$ cat src/cfp_pkg.sv
// cfp_pkg: shared types, codes and the CRC-32C byte step for the frame parser.
// No dependencies; used by the interfaces, the top level, the checker and the testbench.
`timescale 1ns / 1ps

package cfp_pkg;

  localparam int unsigned MAX_VARINT_BYTES = 5;
  localparam logic [31:0] CRC32C_POLY      = 32'h82F6_3B78;
  localparam logic [31:0] CRC_INIT         = 32'hFFFF_FFFF;

  // parse phases
  localparam logic [2:0] PH_IDLE    = 3'd0;
  localparam logic [2:0] PH_ULEN    = 3'd1;
  localparam logic [2:0] PH_CLEN    = 3'd2;
  localparam logic [2:0] PH_PAYLOAD = 3'd3;
  localparam logic [2:0] PH_CRC     = 3'd4;

  // frame status codes
  localparam logic [2:0] ST_OK         = 3'd0;
  localparam logic [2:0] ST_BAD_CODEC  = 3'd1;
  localparam logic [2:0] ST_LEN_OVER   = 3'd2;
  localparam logic [2:0] ST_BAD_VARINT = 3'd3;
  localparam logic [2:0] ST_CRC_ERR    = 3'd4;
  localparam logic [2:0] ST_TRUNCATED  = 3'd5;

  // codec indexes
  localparam logic [1:0] CODEC_RAW        = 2'd0;
  localparam logic [1:0] CODEC_COMPRESSED = 2'd1;
  localparam logic [1:0] CODEC_PACKED     = 2'd2;

  // result kinds
  localparam logic KIND_PAYLOAD = 1'b0;
  localparam logic KIND_REPORT  = 1'b1;

  // configuration register indexes
  localparam logic [1:0] CFG_CODEC_RAW        = 2'd0;
  localparam logic [1:0] CFG_CODEC_COMPRESSED = 2'd1;
  localparam logic [1:0] CFG_CODEC_PACKED     = 2'd2;
  localparam logic [1:0] CFG_MAX_ULEN         = 2'd3;

  typedef logic [1:0]  cfg_index_t;
  typedef logic [31:0] cfg_data_t;

  typedef struct packed {
    logic        item_kind;
    logic [7:0]  payload_byte;
    logic [2:0]  frame_status;
    logic [1:0]  codec_index;
    logic [31:0] decoded_len;
    logic [31:0] carried_len;
    logic        last_result;
  } result_t;

  function automatic logic [31:0] crc32c_byte(input logic [31:0] crc, input logic [7:0] b);
    logic [31:0] c;
    c = crc ^ {24'd0, b};
    for (int i = 0; i < 8; i++) begin
      c = (c >> 1) ^ (CRC32C_POLY & {32{c[0]}});
    end
    return c;
  endfunction

endpackage

$ cat src/cfp_if.sv
// Valid/ready channel interfaces for the frame parser: input bytes, results, config writes.
// Depends on cfp_pkg.
`timescale 1ns / 1ps

interface cfp_in_if;
  logic       valid;
  logic       ready;
  logic [7:0] data_byte;
  logic       source_end;

  modport source (output valid, output data_byte, output source_end, input ready);
  modport sink (input valid, input data_byte, input source_end, output ready);
endinterface

interface cfp_out_if;
  logic        valid;
  logic        ready;
  logic        item_kind;
  logic [7:0]  payload_byte;
  logic [2:0]  frame_status;
  logic [1:0]  codec_index;
  logic [31:0] decoded_len;
  logic [31:0] carried_len;
  logic        last_result;

  modport source (output valid, output item_kind, output payload_byte, output frame_status,
                  output codec_index, output decoded_len, output carried_len,
                  output last_result, input ready);
  modport sink (input valid, input item_kind, input payload_byte, input frame_status,
                input codec_index, input decoded_len, input carried_len,
                input last_result, output ready);
endinterface

interface cfp_cfg_if;
  logic                valid;
  logic                ready;
  cfp_pkg::cfg_index_t index;
  cfp_pkg::cfg_data_t  data;

  modport source (output valid, output index, output data, input ready);
  modport sink (input valid, input index, input data, output ready);
endinterface

$ cat src/crc32c_checked_frame_parser.sv
// crc32c_checked_frame_parser: byte-serial parser for varint-prefixed frames with CRC-32C.
// Depends on cfp_pkg and the channel interfaces in cfp_if.sv.
//
//   channel  | dir | payload                                              | transfer
//   in_ch    | in  | data_byte, source_end                                | valid & ready
//   out_ch   | out | item_kind, payload_byte, frame_status, codec_index,  | valid & ready
//            |     | decoded_len, carried_len, last_result                |
//   cfg_ch   | in  | index (2b), data (32b)                               | valid & ready
//
// One input byte per cycle while in_ch.ready is high; parse, CRC step and result build
// happen in the transfer cycle. Results go into a 4-entry output queue; a byte yields
// zero, one or two results. in_ch.ready drops while the queue holds more than two results;
// a byte with two results needs two out_ch transfers. cfg_ch is always ready.
// rst_n is synchronous; it restores register defaults and empties the queue.
`timescale 1ns / 1ps

module crc32c_checked_frame_parser (
  input  logic      clk,
  input  logic      rst_n,
  cfp_in_if.sink    in_ch,
  cfp_out_if.source out_ch,
  cfp_cfg_if.sink   cfg_ch
);
  import cfp_pkg::*;

  localparam int QDEPTH = 4;

  logic [7:0]  codec_raw_r, codec_comp_r, codec_packed_r;
  logic [31:0] max_ulen_r;

  logic [2:0]  phase_r, phase_nxt;
  logic [31:0] acc_r, acc_nxt;
  logic [2:0]  vcnt_r, vcnt_nxt;
  logic [1:0]  codec_r, codec_nxt;
  logic [31:0] ulen_r, ulen_nxt;
  logic [31:0] ptotal_r, ptotal_nxt;
  logic [31:0] rem_r, rem_nxt;
  logic [31:0] crc_r, crc_nxt;
  logic [31:0] cshift_r, cshift_nxt;
  logic [1:0]  ccnt_r, ccnt_nxt;

  result_t     q_mem_r [QDEPTH];
  logic [1:0]  wr_ptr_r, rd_ptr_r;
  logic [2:0]  count_r;

  logic        in_xfer, out_xfer;
  logic [7:0]  b;
  logic [2:0]  err;
  logic        done, pay_en, rep_en;
  logic [31:0] acc_val, shifted, cshift_val;
  logic [2:0]  vcnt_inc;
  result_t     pay_res, rep_res, res_a;
  logic [1:0]  n_push;

  assign in_xfer      = in_ch.valid && in_ch.ready;
  assign out_xfer     = out_ch.valid && out_ch.ready;
  assign in_ch.ready  = (count_r <= 3'd2);
  assign cfg_ch.ready = 1'b1;
  assign b            = in_ch.data_byte;

  always_comb begin
    case (vcnt_r)
      3'd0:    shifted = {25'd0, b[6:0]};
      3'd1:    shifted = {18'd0, b[6:0], 7'd0};
      3'd2:    shifted = {11'd0, b[6:0], 14'd0};
      3'd3:    shifted = {4'd0, b[6:0], 21'd0};
      3'd4:    shifted = {b[3:0], 28'd0};
      default: shifted = 32'd0;
    endcase
  end

  assign acc_val    = acc_r | shifted;
  assign vcnt_inc   = vcnt_r + 3'd1;
  assign cshift_val = cshift_r | ({24'd0, b} << {ccnt_r, 3'b000});

  always_comb begin
    phase_nxt  = phase_r;
    acc_nxt    = acc_r;
    vcnt_nxt   = vcnt_r;
    codec_nxt  = codec_r;
    ulen_nxt   = ulen_r;
    ptotal_nxt = ptotal_r;
    rem_nxt    = rem_r;
    crc_nxt    = crc_r;
    cshift_nxt = cshift_r;
    ccnt_nxt   = ccnt_r;
    err        = ST_OK;
    done       = 1'b0;
    pay_en     = 1'b0;
    case (phase_r)
      PH_ULEN, PH_CLEN: begin
        crc_nxt = crc32c_byte(crc_r, b);
        if (b[7]) begin
          acc_nxt  = acc_val;
          vcnt_nxt = vcnt_inc;
          if (vcnt_inc >= 3'(MAX_VARINT_BYTES)) begin
            err = ST_BAD_VARINT;
          end
        end else begin
          acc_nxt  = 32'd0;
          vcnt_nxt = 3'd0;
          if (phase_r == PH_ULEN && acc_val > max_ulen_r) begin
            ulen_nxt = acc_val;
            err      = ST_LEN_OVER;
          end else if (phase_r == PH_ULEN && codec_r == CODEC_COMPRESSED) begin
            ulen_nxt  = acc_val;
            phase_nxt = PH_CLEN;
          end else begin
            if (phase_r == PH_ULEN) begin
              ulen_nxt = acc_val;
            end
            ptotal_nxt = acc_val;
            rem_nxt    = acc_val;
            phase_nxt  = (acc_val != 32'd0) ? PH_PAYLOAD : PH_CRC;
          end
        end
      end
      PH_PAYLOAD: begin
        crc_nxt = crc32c_byte(crc_r, b);
        pay_en  = 1'b1;
        rem_nxt = rem_r - 32'd1;
        if (rem_r == 32'd1) begin
          phase_nxt = PH_CRC;
        end
      end
      PH_CRC: begin
        if (ccnt_r == 2'd3) begin
          err  = (cshift_val != ~crc_r) ? ST_CRC_ERR : ST_OK;
          done = 1'b1;
        end else begin
          cshift_nxt = cshift_val;
          ccnt_nxt   = ccnt_r + 2'd1;
        end
      end
      default: begin
        acc_nxt    = 32'd0;
        vcnt_nxt   = 3'd0;
        ulen_nxt   = 32'd0;
        ptotal_nxt = 32'd0;
        rem_nxt    = 32'd0;
        cshift_nxt = 32'd0;
        ccnt_nxt   = 2'd0;
        crc_nxt    = crc32c_byte(CRC_INIT, b);
        phase_nxt  = PH_ULEN;
        codec_nxt  = CODEC_RAW;
        if (b == codec_raw_r) begin
          codec_nxt = CODEC_RAW;
        end else if (b == codec_comp_r) begin
          codec_nxt = CODEC_COMPRESSED;
        end else if (b == codec_packed_r) begin
          codec_nxt = CODEC_PACKED;
        end else begin
          err = ST_BAD_CODEC;
        end
      end
    endcase

    rep_en = (err != ST_OK) || done || (in_ch.source_end && phase_nxt != PH_IDLE);

    pay_res                     = '0;
    pay_res.item_kind           = KIND_PAYLOAD;
    pay_res.payload_byte        = b;
    pay_res.last_result         = !rep_en;

    rep_res                     = '0;
    rep_res.item_kind           = KIND_REPORT;
    rep_res.frame_status        = ((err != ST_OK) || done) ? err : ST_TRUNCATED;
    rep_res.codec_index         = codec_nxt;
    rep_res.decoded_len         = ulen_nxt;
    rep_res.carried_len         = ptotal_nxt - rem_nxt;
    rep_res.last_result         = 1'b1;

    if (rep_en) begin
      phase_nxt  = PH_IDLE;
      acc_nxt    = 32'd0;
      vcnt_nxt   = 3'd0;
      codec_nxt  = CODEC_RAW;
      ulen_nxt   = 32'd0;
      ptotal_nxt = 32'd0;
      rem_nxt    = 32'd0;
      crc_nxt    = CRC_INIT;
      cshift_nxt = 32'd0;
      ccnt_nxt   = 2'd0;
    end
  end

  assign res_a  = pay_en ? pay_res : rep_res;
  assign n_push = in_xfer ? ({1'b0, pay_en} + {1'b0, rep_en}) : 2'd0;

  always_ff @(posedge clk) begin
    if (!rst_n) begin
      codec_raw_r    <= 8'd0;
      codec_comp_r   <= 8'd1;
      codec_packed_r <= 8'd2;
      max_ulen_r     <= 32'd1048576;
    end else if (cfg_ch.valid && cfg_ch.ready) begin
      case (cfg_ch.index)
        CFG_CODEC_RAW:        codec_raw_r    <= cfg_ch.data[7:0];
        CFG_CODEC_COMPRESSED: codec_comp_r   <= cfg_ch.data[7:0];
        CFG_CODEC_PACKED:     codec_packed_r <= cfg_ch.data[7:0];
        CFG_MAX_ULEN:         max_ulen_r     <= cfg_ch.data;
        default:              max_ulen_r     <= max_ulen_r;
      endcase
    end
  end

  always_ff @(posedge clk) begin
    if (!rst_n) begin
      phase_r  <= PH_IDLE;
      acc_r    <= 32'd0;
      vcnt_r   <= 3'd0;
      codec_r  <= CODEC_RAW;
      ulen_r   <= 32'd0;
      ptotal_r <= 32'd0;
      rem_r    <= 32'd0;
      crc_r    <= CRC_INIT;
      cshift_r <= 32'd0;
      ccnt_r   <= 2'd0;
    end else if (in_xfer) begin
      phase_r  <= phase_nxt;
      acc_r    <= acc_nxt;
      vcnt_r   <= vcnt_nxt;
      codec_r  <= codec_nxt;
      ulen_r   <= ulen_nxt;
      ptotal_r <= ptotal_nxt;
      rem_r    <= rem_nxt;
      crc_r    <= crc_nxt;
      cshift_r <= cshift_nxt;
      ccnt_r   <= ccnt_nxt;
    end
  end

  always_ff @(posedge clk) begin
    if (!rst_n) begin
      wr_ptr_r <= 2'd0;
      rd_ptr_r <= 2'd0;
      count_r  <= 3'd0;
    end else begin
      wr_ptr_r <= wr_ptr_r + n_push;
      rd_ptr_r <= rd_ptr_r + {1'b0, out_xfer};
      count_r  <= count_r + {1'b0, n_push} - {2'b00, out_xfer};
    end
  end

  always_ff @(posedge clk) begin
    if (n_push != 2'd0) begin
      q_mem_r[wr_ptr_r] <= res_a;
    end
    if (n_push == 2'd2) begin
      q_mem_r[wr_ptr_r + 2'd1] <= rep_res;
    end
  end

  assign out_ch.valid               = (count_r != 3'd0);
  assign out_ch.item_kind           = q_mem_r[rd_ptr_r].item_kind;
  assign out_ch.payload_byte        = q_mem_r[rd_ptr_r].payload_byte;
  assign out_ch.frame_status        = q_mem_r[rd_ptr_r].frame_status;
  assign out_ch.codec_index         = q_mem_r[rd_ptr_r].codec_index;
  assign out_ch.decoded_len         = q_mem_r[rd_ptr_r].decoded_len;
  assign out_ch.carried_len         = q_mem_r[rd_ptr_r].carried_len;
  assign out_ch.last_result         = q_mem_r[rd_ptr_r].last_result;

endmodule

$ cat src/flat_wrapper.sv
// flat-port wrapper written by rule: the top's interface ports become plain ports
module crc32c_checked_frame_parser_flat import cfp_pkg::*;
  (clk, rst_n, in_ch_valid, in_ch_data_byte, in_ch_source_end, in_ch_ready, out_ch_valid, out_ch_item_kind, out_ch_payload_byte, out_ch_frame_status, out_ch_codec_index, out_ch_decoded_len, out_ch_carried_len, out_ch_last_result, out_ch_ready, cfg_ch_valid, cfg_ch_index, cfg_ch_data, cfg_ch_ready);
  cfp_in_if in_ch_i ();
  cfp_out_if out_ch_i ();
  cfp_cfg_if cfg_ch_i ();
  input  logic clk;
  input  logic rst_n;
  input wire logic [$bits(in_ch_i.valid)-1:0] in_ch_valid;
  input wire logic [$bits(in_ch_i.data_byte)-1:0] in_ch_data_byte;
  input wire logic [$bits(in_ch_i.source_end)-1:0] in_ch_source_end;
  output wire logic [$bits(in_ch_i.ready)-1:0] in_ch_ready;
  output wire logic [$bits(out_ch_i.valid)-1:0] out_ch_valid;
  output wire logic [$bits(out_ch_i.item_kind)-1:0] out_ch_item_kind;
  output wire logic [$bits(out_ch_i.payload_byte)-1:0] out_ch_payload_byte;
  output wire logic [$bits(out_ch_i.frame_status)-1:0] out_ch_frame_status;
  output wire logic [$bits(out_ch_i.codec_index)-1:0] out_ch_codec_index;
  output wire logic [$bits(out_ch_i.decoded_len)-1:0] out_ch_decoded_len;
  output wire logic [$bits(out_ch_i.carried_len)-1:0] out_ch_carried_len;
  output wire logic [$bits(out_ch_i.last_result)-1:0] out_ch_last_result;
  input wire logic [$bits(out_ch_i.ready)-1:0] out_ch_ready;
  input wire logic [$bits(cfg_ch_i.valid)-1:0] cfg_ch_valid;
  input wire logic [$bits(cfg_ch_i.index)-1:0] cfg_ch_index;
  input wire logic [$bits(cfg_ch_i.data)-1:0] cfg_ch_data;
  output wire logic [$bits(cfg_ch_i.ready)-1:0] cfg_ch_ready;
  assign in_ch_i.valid = in_ch_valid;
  assign in_ch_i.data_byte = in_ch_data_byte;
  assign in_ch_i.source_end = in_ch_source_end;
  assign in_ch_ready = in_ch_i.ready;
  assign out_ch_valid = out_ch_i.valid;
  assign out_ch_item_kind = out_ch_i.item_kind;
  assign out_ch_payload_byte = out_ch_i.payload_byte;
  assign out_ch_frame_status = out_ch_i.frame_status;
  assign out_ch_codec_index = out_ch_i.codec_index;
  assign out_ch_decoded_len = out_ch_i.decoded_len;
  assign out_ch_carried_len = out_ch_i.carried_len;
  assign out_ch_last_result = out_ch_i.last_result;
  assign out_ch_i.ready = out_ch_ready;
  assign cfg_ch_i.valid = cfg_ch_valid;
  assign cfg_ch_i.index = cfg_ch_index;
  assign cfg_ch_i.data = cfg_ch_data;
  assign cfg_ch_ready = cfg_ch_i.ready;
  crc32c_checked_frame_parser u_core (.clk(clk), .rst_n(rst_n), .in_ch(in_ch_i), .out_ch(out_ch_i), .cfg_ch(cfg_ch_i));
endmodule
$ cat config.mk
export PLATFORM = sky130hd
export DESIGN_NAME = crc32c_checked_frame_parser_flat
export DESIGN_NICKNAME = d
export VERILOG_FILES = /design/src/cfp_pkg.sv /design/src/cfp_if.sv /design/src/crc32c_checked_frame_parser.sv /design/src/flat_wrapper.sv
export SDC_FILE = /design/constraint.sdc
export NUM_CORES = 1
export LEC_CHECK = 0
export BUFFER_PORTS_ARGS = -buffer_cell sky130_fd_sc_hd__buf_2
export CORE_ASPECT_RATIO = 1.4
export CORE_UTILIZATION = 60
export DETAILED_ROUTE_END_ITERATION = 16
export PLACE_DENSITY = 0.78
export SETUP_SLACK_MARGIN = 0.1
export SLEW_MARGIN = 20
export SYNTH_ARGS = -nofsm -noshare
export SYNTH_HDL_FRONTEND = slang
export SYNTH_SLANG_ARGS = --single-unit
$ cat constraint.sdc
create_clock -name clk -period 13.49 [get_ports clk]
set_input_delay 1.349 -clock clk [delete_from_list [all_inputs] [get_ports clk]]
set_output_delay 1.349 -clock clk [all_outputs]
set_load 0.005 [all_outputs]
Yosys cells after proc, flatten, opt, wreduce, memory -nomap -nowiden

Memory sizes are Yosys's and may differ from the RTL's. A register that Yosys moved wholly into a read port is not among the register bits.
Cells that the tools add are included.

Equal/unequal tests: 23
Magnitude comparators: 3
Reduce and logical (&&, ||, !) cells: 26
$add $sub $neg: 10
Bitwise gates (word level): 21
Mux-type cells: 63
Shifts and indexed selects: 1

Operators by type and width:

| kind                                                                   | number |
|---|---|
| 32-bit two-way mux                                                     | 18 |
| 31-bit by 32-bit bitwise XOR with 32-bit output                        | 16 |
| 32-bit one-hot mux with 2 select lines                                 | 5 |
| 32-bit one-hot mux with 5 select lines                                 | 1 |
| 32-bit one-hot mux with 3 select lines                                 | 1 |
| 79-bit two-way mux                                                     | 1 |
| 32-bit OR                                                              | 2 |
| 3-bit two-way mux                                                      | 14 |
| 32-bit by 1-bit equality test with 1-bit output, second input constant | 1 |
| 32-bit greater-than comparator                                         | 1 |
| 32-bit != test                                                         | 1 |
| 32-bit inverter                                                        | 1 |
| 8-bit inverter with 32-bit output                                      | 1 |
| 32-bit nonzero test                                                    | 1 |
| 8-bit by 5-bit << shifter with 32-bit output                           | 1 |
| 32-bit by 1-bit subtractor with 32-bit output, second input constant   | 1 |
| 32-bit subtractor                                                      | 1 |
| 32-bit by 8-bit bitwise XOR with 32-bit output                         | 1 |
| 8-bit equality test                                                    | 3 |
| 2-bit two-way mux                                                      | 11 |
| 3-bit one-hot mux with 3 select lines                                  | 2 |
| 3-bit by 2-bit equality test with 1-bit output, second input constant  | 4 |
| 2-bit AND reduction                                                    | 6 |
| 3-bit nonzero test                                                     | 3 |
| 28 further kinds                                                       | 50 |

Output and inout bits: 82
Input bits: 48
Word-level logic and storage cells: 165
Memories: 1
Memory bits (writable): 316
Register bits after elaboration: 265

Memories:

| memory         | words | bits a word | read ports | clocked after memory_dff | wr ports | RTL line                          | source |
|---|---|---|---|---|---|---|---|
| u_core.q_mem_r | 4     | 79          | 1          | 1                        | 2        | crc32c_checked_frame_parser.sv:42 | `result_t q_mem_r [QDEPTH];` |

Depth between registers and ports, before layout

Depth in word-level cells: 17
Depth in mapped cells: 28
Depth with buffers taken out: 26

Least setup slack after synthesis

OpenSTA, ideal clock, no wires.

Path type: input to register
From: input port in_ch_data_byte[5]
To: memory u_core.q_mem_r[1][10] (netlist name), enable pin
Library setup time: 0.439 ns
Buffers on the path: 6
Arrival: 6.862 ns
Required time: 13.051 ns
Stages on the path: 20
Slack: 6.189 ns
Path through: buf_6 > clkbuf_1 > nor2b_1 > a21oi_1 > inv_1 > ha_1 > nand4_1 > nor4_2 > nand2b_1 > o221ai_1 > o211ai_1 > and2_0 > buf_4 > inv_4 > buf_4 > buf_6 > ha_1 > nor4_1 > clkbuf_1 > nand2b_1

RTL lines:

| item        | RTL line                          | source |
|---|---|---|
| from (decl) | flat_wrapper.sv:10                | `input wire logic [$bits(in_ch_i.data_byte)-1:0] in_ch_data_byte;` |
| to (decl)   | crc32c_checked_frame_parser.sv:42 |  |

==> results.md <==
- Cell Int Power: 0.003238 W
- Outcome: completed
- ANT nets after route: 0
- Ys flop type: dfxtp_1
- DP Area: 30,940 µm²
- Clock power share: 35.1%
- # DRC: 0
- Post-synth EDFFs: 276
- Die Width: 191.0 µm
- Post-detail-place hpwl: 60.07 mm
- Antenna violations before repair: 0
- CTS Buffer Depth: 3
- RR Startpoint: u_core.vcnt_r[2]$_SDFFE_PN0P_
- First-pass GRT wire length: 135.4 mm
- RSZ-0062 raised after global routing: false
- # nets final: 3,172
- MaxCap Viol Count: 0
- Worst Reg-to-Reg Cells: 22
- Total GRT Usage: 34.70%
- Post-Synth XOR/XNOR Area: 7.687%
- CP max-delay cell: o21ai_0
- Resized cells post-CTS: 0
- Vias/cell: 6.382
- Arr. time, crit path: 8.99 ns
- Share of synthesized registers carrying an async set or reset: 0%
- FF+latch count, synth: 581
- Hold crit path type: reg2reg
- Register area: 14,400 µm²
- Crit start category: input port
- Max incr delay on CP: 0.84 ns
- Ant diodes: 0
- Synthesized area: 30,000 µm²
- Total power: 0.004510 W
- Mapped Cells: 3,032
- CORE AREA: 49,250 µm²
- Layout area overhead: 9.271%
- Syn nets: 3,159
- Number of buffer and inverter instances along the worst setup path: 3
- Fin cells: 3,726
- Pre-CTS setup slack: 4.460 ns
- Finish-stage setup viols: 0
- Clock root cell: clkbuf_16
- CTS buffer count: 55
- GP Congestion: 1.014
- Stages on worst setup path: 23
- Iter 0 DRT Violations: 2,388
- Finished Cell Area: 32,780 µm²
- CP endpoint: u_core.q_mem_r[0][26]$_DFFE_PP_
- Pwr/cell area: 137.6 nW/µm²
- Seq/Total Area, Yosys: 47.98%
- First-pass iteration count of the detailed router: 6
- Skew final: 0.03164 ns
- Worst R2R Setup Slack: 5.11 ns
- Total clock sinks: 581
- Pin count of the biggest net entering global routing: 102
- Layout cells sized above 1: 13.14%
- Peak supply drop: 0.1507 mV
- Worst-path clk slew: 0.07 ns
- Port-buffer cells: 128
- Cell Chain, Critical Path: buf_2, buf_4, nor2b_1, a21oi_1, inv_1, ha_1, nand4_1, nor4_2, a31oi_1, nor2_1, a21o_1, nand2_1, o21ai_0, ha_1, nor2b_1, o2111ai_1, a21boi_0, a311oi_1, nor2_1, a31o_2, and4_1, nor3_1, nor2_1
- CTS tree: yes
- Gate power share: 19.5%
- Most used cell, CP: nor2_1
- Cell Rows: 96
- Compound-gate portion of the synthesized area: 14.64%
- CP delay by family, top: compound AO/OA/AOI/OAI gates
- Main combinational cell family by area after synthesis: simple AND/OR/NAND/NOR gates
- Data required, critical path: 13.84 ns
- Final period utilization: 64.05%
- Htree depth: 2
- Initial Util: 60.92%
- Placed Instances: 3,625
- Rel. slew slack: 30.60%
- Setup TNS: 0 ns
- Detailed Route WL: 88.22 mm
- Setup Crit Path Kind: in2reg
- Vias in the first global route: 23.35k
- NetSw: 0.001272 W
- Via count: 23.78k
- Final Worst Setup Slack: 4.850 ns
- Hold Violations, Final: 0
- Die area: 50,910 µm²
- Adder-cell share of the synthesized area: 3.345%
- Post-CTS Setup Inserts: 0
- Switch share: 28.21%
- Filler Cell Count: 3,866
- Ports: 130
- Die height: 266.6 µm
- Congestion Overflow GR: 0
- Slew @ Worst Pin: 1.041 ns
- DR WL/cell: 23.68 µm
- Clock Latency Late Sink: 0.64 ns
- Reg-to-reg endpoint: u_core.q_mem_r[0][26]$_DFFE_PP_
- Crit path time final: 8.640 ns
- Worst setup path startpoint: in_ch_data_byte[3]
- Slew Viols, Final: 0
- Synth cell types: 88
- Area of the multi-input gates: 14,440 µm²
- Syn. warnings: 0
- Seq pwr share: 45.4%
- Post-Synth Simple-Gate Area: 15.61%
- LEAKAGE: 11.33 nW
- Setup crit end kind: register
- # hold bufs at CTS: 0
- Mux cell area share after synthesis: 6.465%
- Syn Area/Cell: 9.894 µm²
- CP Max Fanout: 26
- Peak Freq: 115.7 MHz
[area by class of cell]
| class | instances | area share, % |
|---|---|---|
| multi-input cells | 2145 | 44.03 |
| flip-flops and latches | 581 | 43.93 |
| clock buffers | 69 | 4.450 |
| repair buffers | 173 | 2.992 |
| well taps | 637 | 2.431 |
| clock inverters | 32 | 1.134 |
| inverters | 89 | 1.027 |
[cell usage after synthesis, types with 6 or more instances]
master	instances	area, µm²
a31oi_1	50	312.8
a211oi_1	7	52.55
o21ai_0	147	735.7
buf_4	13	97.59
nand4_1	17	106.4
a21boi_0	49	367.9
mux2i_1	16	160.2
nor2_1	395	1483
or2_2	8	50.05
nor3_1	62	310.3
buf_2	33	165.2
dfxtp_1	305	6106
o22ai_1	25	156.4
o2bb2ai_1	22	192.7
ha_1	77	963.4
and2_1	30	187.7
a22oi_1	43	322.8
a32oi_1	6	52.55
o221a_2	8	90.09
nand2_1	294	1104
a2111oi_0	7	61.31
or3_1	14	87.58
o21a_1	10	75.07
nor3b_1	10	75.07
a21o_1	30	225.2
xnor2_1	125	1095
nor2b_1	77	481.7
inv_1	88	330.3
o211ai_1	7	52.55
nor4_1	26	162.7
xnor2_2	8	130.1
clkbuf_1	143	536.8
buf_1	23	86.33
nand2b_1	11	68.82
edfxtp_1	276	8288
nand3_1	52	260.3
a21oi_1	216	1081
and3_1	12	75.07
xor2_1	100	875.8
a22o_1	8	70.07
mux4_2	79	1779
[kinds of logic after synthesis]
| family | count (synthesis) |
|---|---|
| adders and majority gates | 79 |
| and+or+nand+nor | 1033 |
| AOI/OAI and AO/OA | 696 |
| DFF | 581 |
| other | 1 |
| xor gates and xnor gates | 241 |
| muxes | 95 |
| buffers and inverters | 306 |
[through the flow]
stage	hold slack [ns]	util, %
2_1_floorplan	0.4185	-
3_3_place_gp	0.4273	62.83
3_5_place_dp	0.4351	62.83
4_1_cts	0.4449	66.54
5_1_grt	0.4618	66.57
6_report	0.4422	66.57
[power groups by stage]
| stage | combinational, W | sequential [W] | clock [W] |
|---|---|---|---|
| 6_report | 0.000881 | 0.00205 | 0.00158 |
| 5_1_grt | 0.000950 | 0.00206 | 0.00166 |
| 4_1_cts | 0.000886 | 0.00205 | 0.00160 |
| 3_5_place_dp | 0.000883 | 0.00209 | 0 |
| 3_3_place_gp | 0.000873 | 0.00208 | 0 |
| 2_1_floorplan | 0.000628 | 0.00204 | 0 |
[sequential cells by signal, summed over array words and instances, names as in the netlist, 3 cells and up]
name and cells:
u_core.codec_comp_r 8, u_core.crc_r 32, u_core.ptotal_r 32, u_core.q_mem_r 316, u_core.phase_r 3, u_core.cshift_r 32, u_core.rem_r 32, u_core.codec_raw_r 8
u_core.max_ulen_r 32, u_core.vcnt_r 3, u_core.count_r 3, u_core.acc_r 32, u_core.codec_packed_r 8, u_core.ulen_r 32
[how the worst min path moves through the flow]
| stage | from | endpoint | slack, ns | cells after the start |
|---|---|---|---|---|
| after floorplan | u_core.q_mem_r[2][78]$_SDFFE_PP1N_ | u_core.q_mem_r[2][78]$_SDFFE_PP1N_ | 0.42 | 2 |
| after global routing | u_core.q_mem_r[3][78]$_SDFFE_PP1P_ | u_core.q_mem_r[3][78]$_SDFFE_PP1P_ | 0.46 | 2 |
| after detailed placement | u_core.q_mem_r[1][78]$_SDFFE_PP1N_ | u_core.q_mem_r[1][78]$_SDFFE_PP1N_ | 0.44 | 2 |
| final | u_core.q_mem_r[0][78]$_SDFFE_PP1N_ | u_core.q_mem_r[0][78]$_SDFFE_PP1N_ | 0.44 | 2 |
| after global placement | u_core.q_mem_r[0][78]$_SDFFE_PP1N_ | u_core.q_mem_r[0][78]$_SDFFE_PP1N_ | 0.43 | 2 |
| after CTS | u_core.q_mem_r[1][78]$_SDFFE_PP1N_ | u_core.q_mem_r[1][78]$_SDFFE_PP1N_ | 0.44 | 2 |
[metal layers]
metal  vias to the layer above  routed length (µm)  part of all wire [%]  track usage (%)
met3                       219                6269                   7.1            3.945
met2                      1231               43870                    50            59.02
met1                     11520               34000                    39            43.93
met4                         0                4080                   4.6            16.24
li1                      10810                   -                     -                -
met5                         -                   0                     0                0
[worst reg2reg max path, delay by kind of cell, from the launching register on]
family / cells / cell delay [ns]
AO/OA/AOI/OAI: 8 / 3.49
AND/OR/NAND/NOR: 9 / 2.55
adder cells (fa/ha/maj): 3 / 1.03
flip-flops: 1 / 0.68
buffers and inverters: 2 / 0.35
[layout by cell type, fill, tap and decap left out, drive strengths merged, types with 8 or more instances in the layout]
cell type | netlist | final
nand3 | 53 | 53
mux2i | 16 | 16
nand4 | 17 | 17
mux4 | 79 | 79
a21oi | 218 | 218
o22ai | 25 | 25
clkbuf | 143 | 69
a2111oi | 8 | 8
nor2 | 398 | 398
nor3 | 63 | 63
ha | 77 | 77
and2 | 31 | 31
o21a | 10 | 10
nor4 | 28 | 28
xor2 | 102 | 102
nand2 | 294 | 294
buf | 74 | 173
a31oi | 50 | 50
a22o | 8 | 8
nand2b | 11 | 11
a21o | 30 | 30
or2 | 8 | 8
inv | 89 | 91
a22oi | 43 | 43
dfxtp | 305 | 305
edfxtp | 276 | 276
o2bb2ai | 22 | 22
a21boi | 51 | 51
nor2b | 77 | 77
clkinv | 0 | 21
and3 | 12 | 12
o221a | 8 | 8
or3 | 14 | 14
xnor2 | 138 | 138
nor3b | 11 | 11
o21ai | 153 | 153
Note: power is estimated with default switching activity, not from simulation.
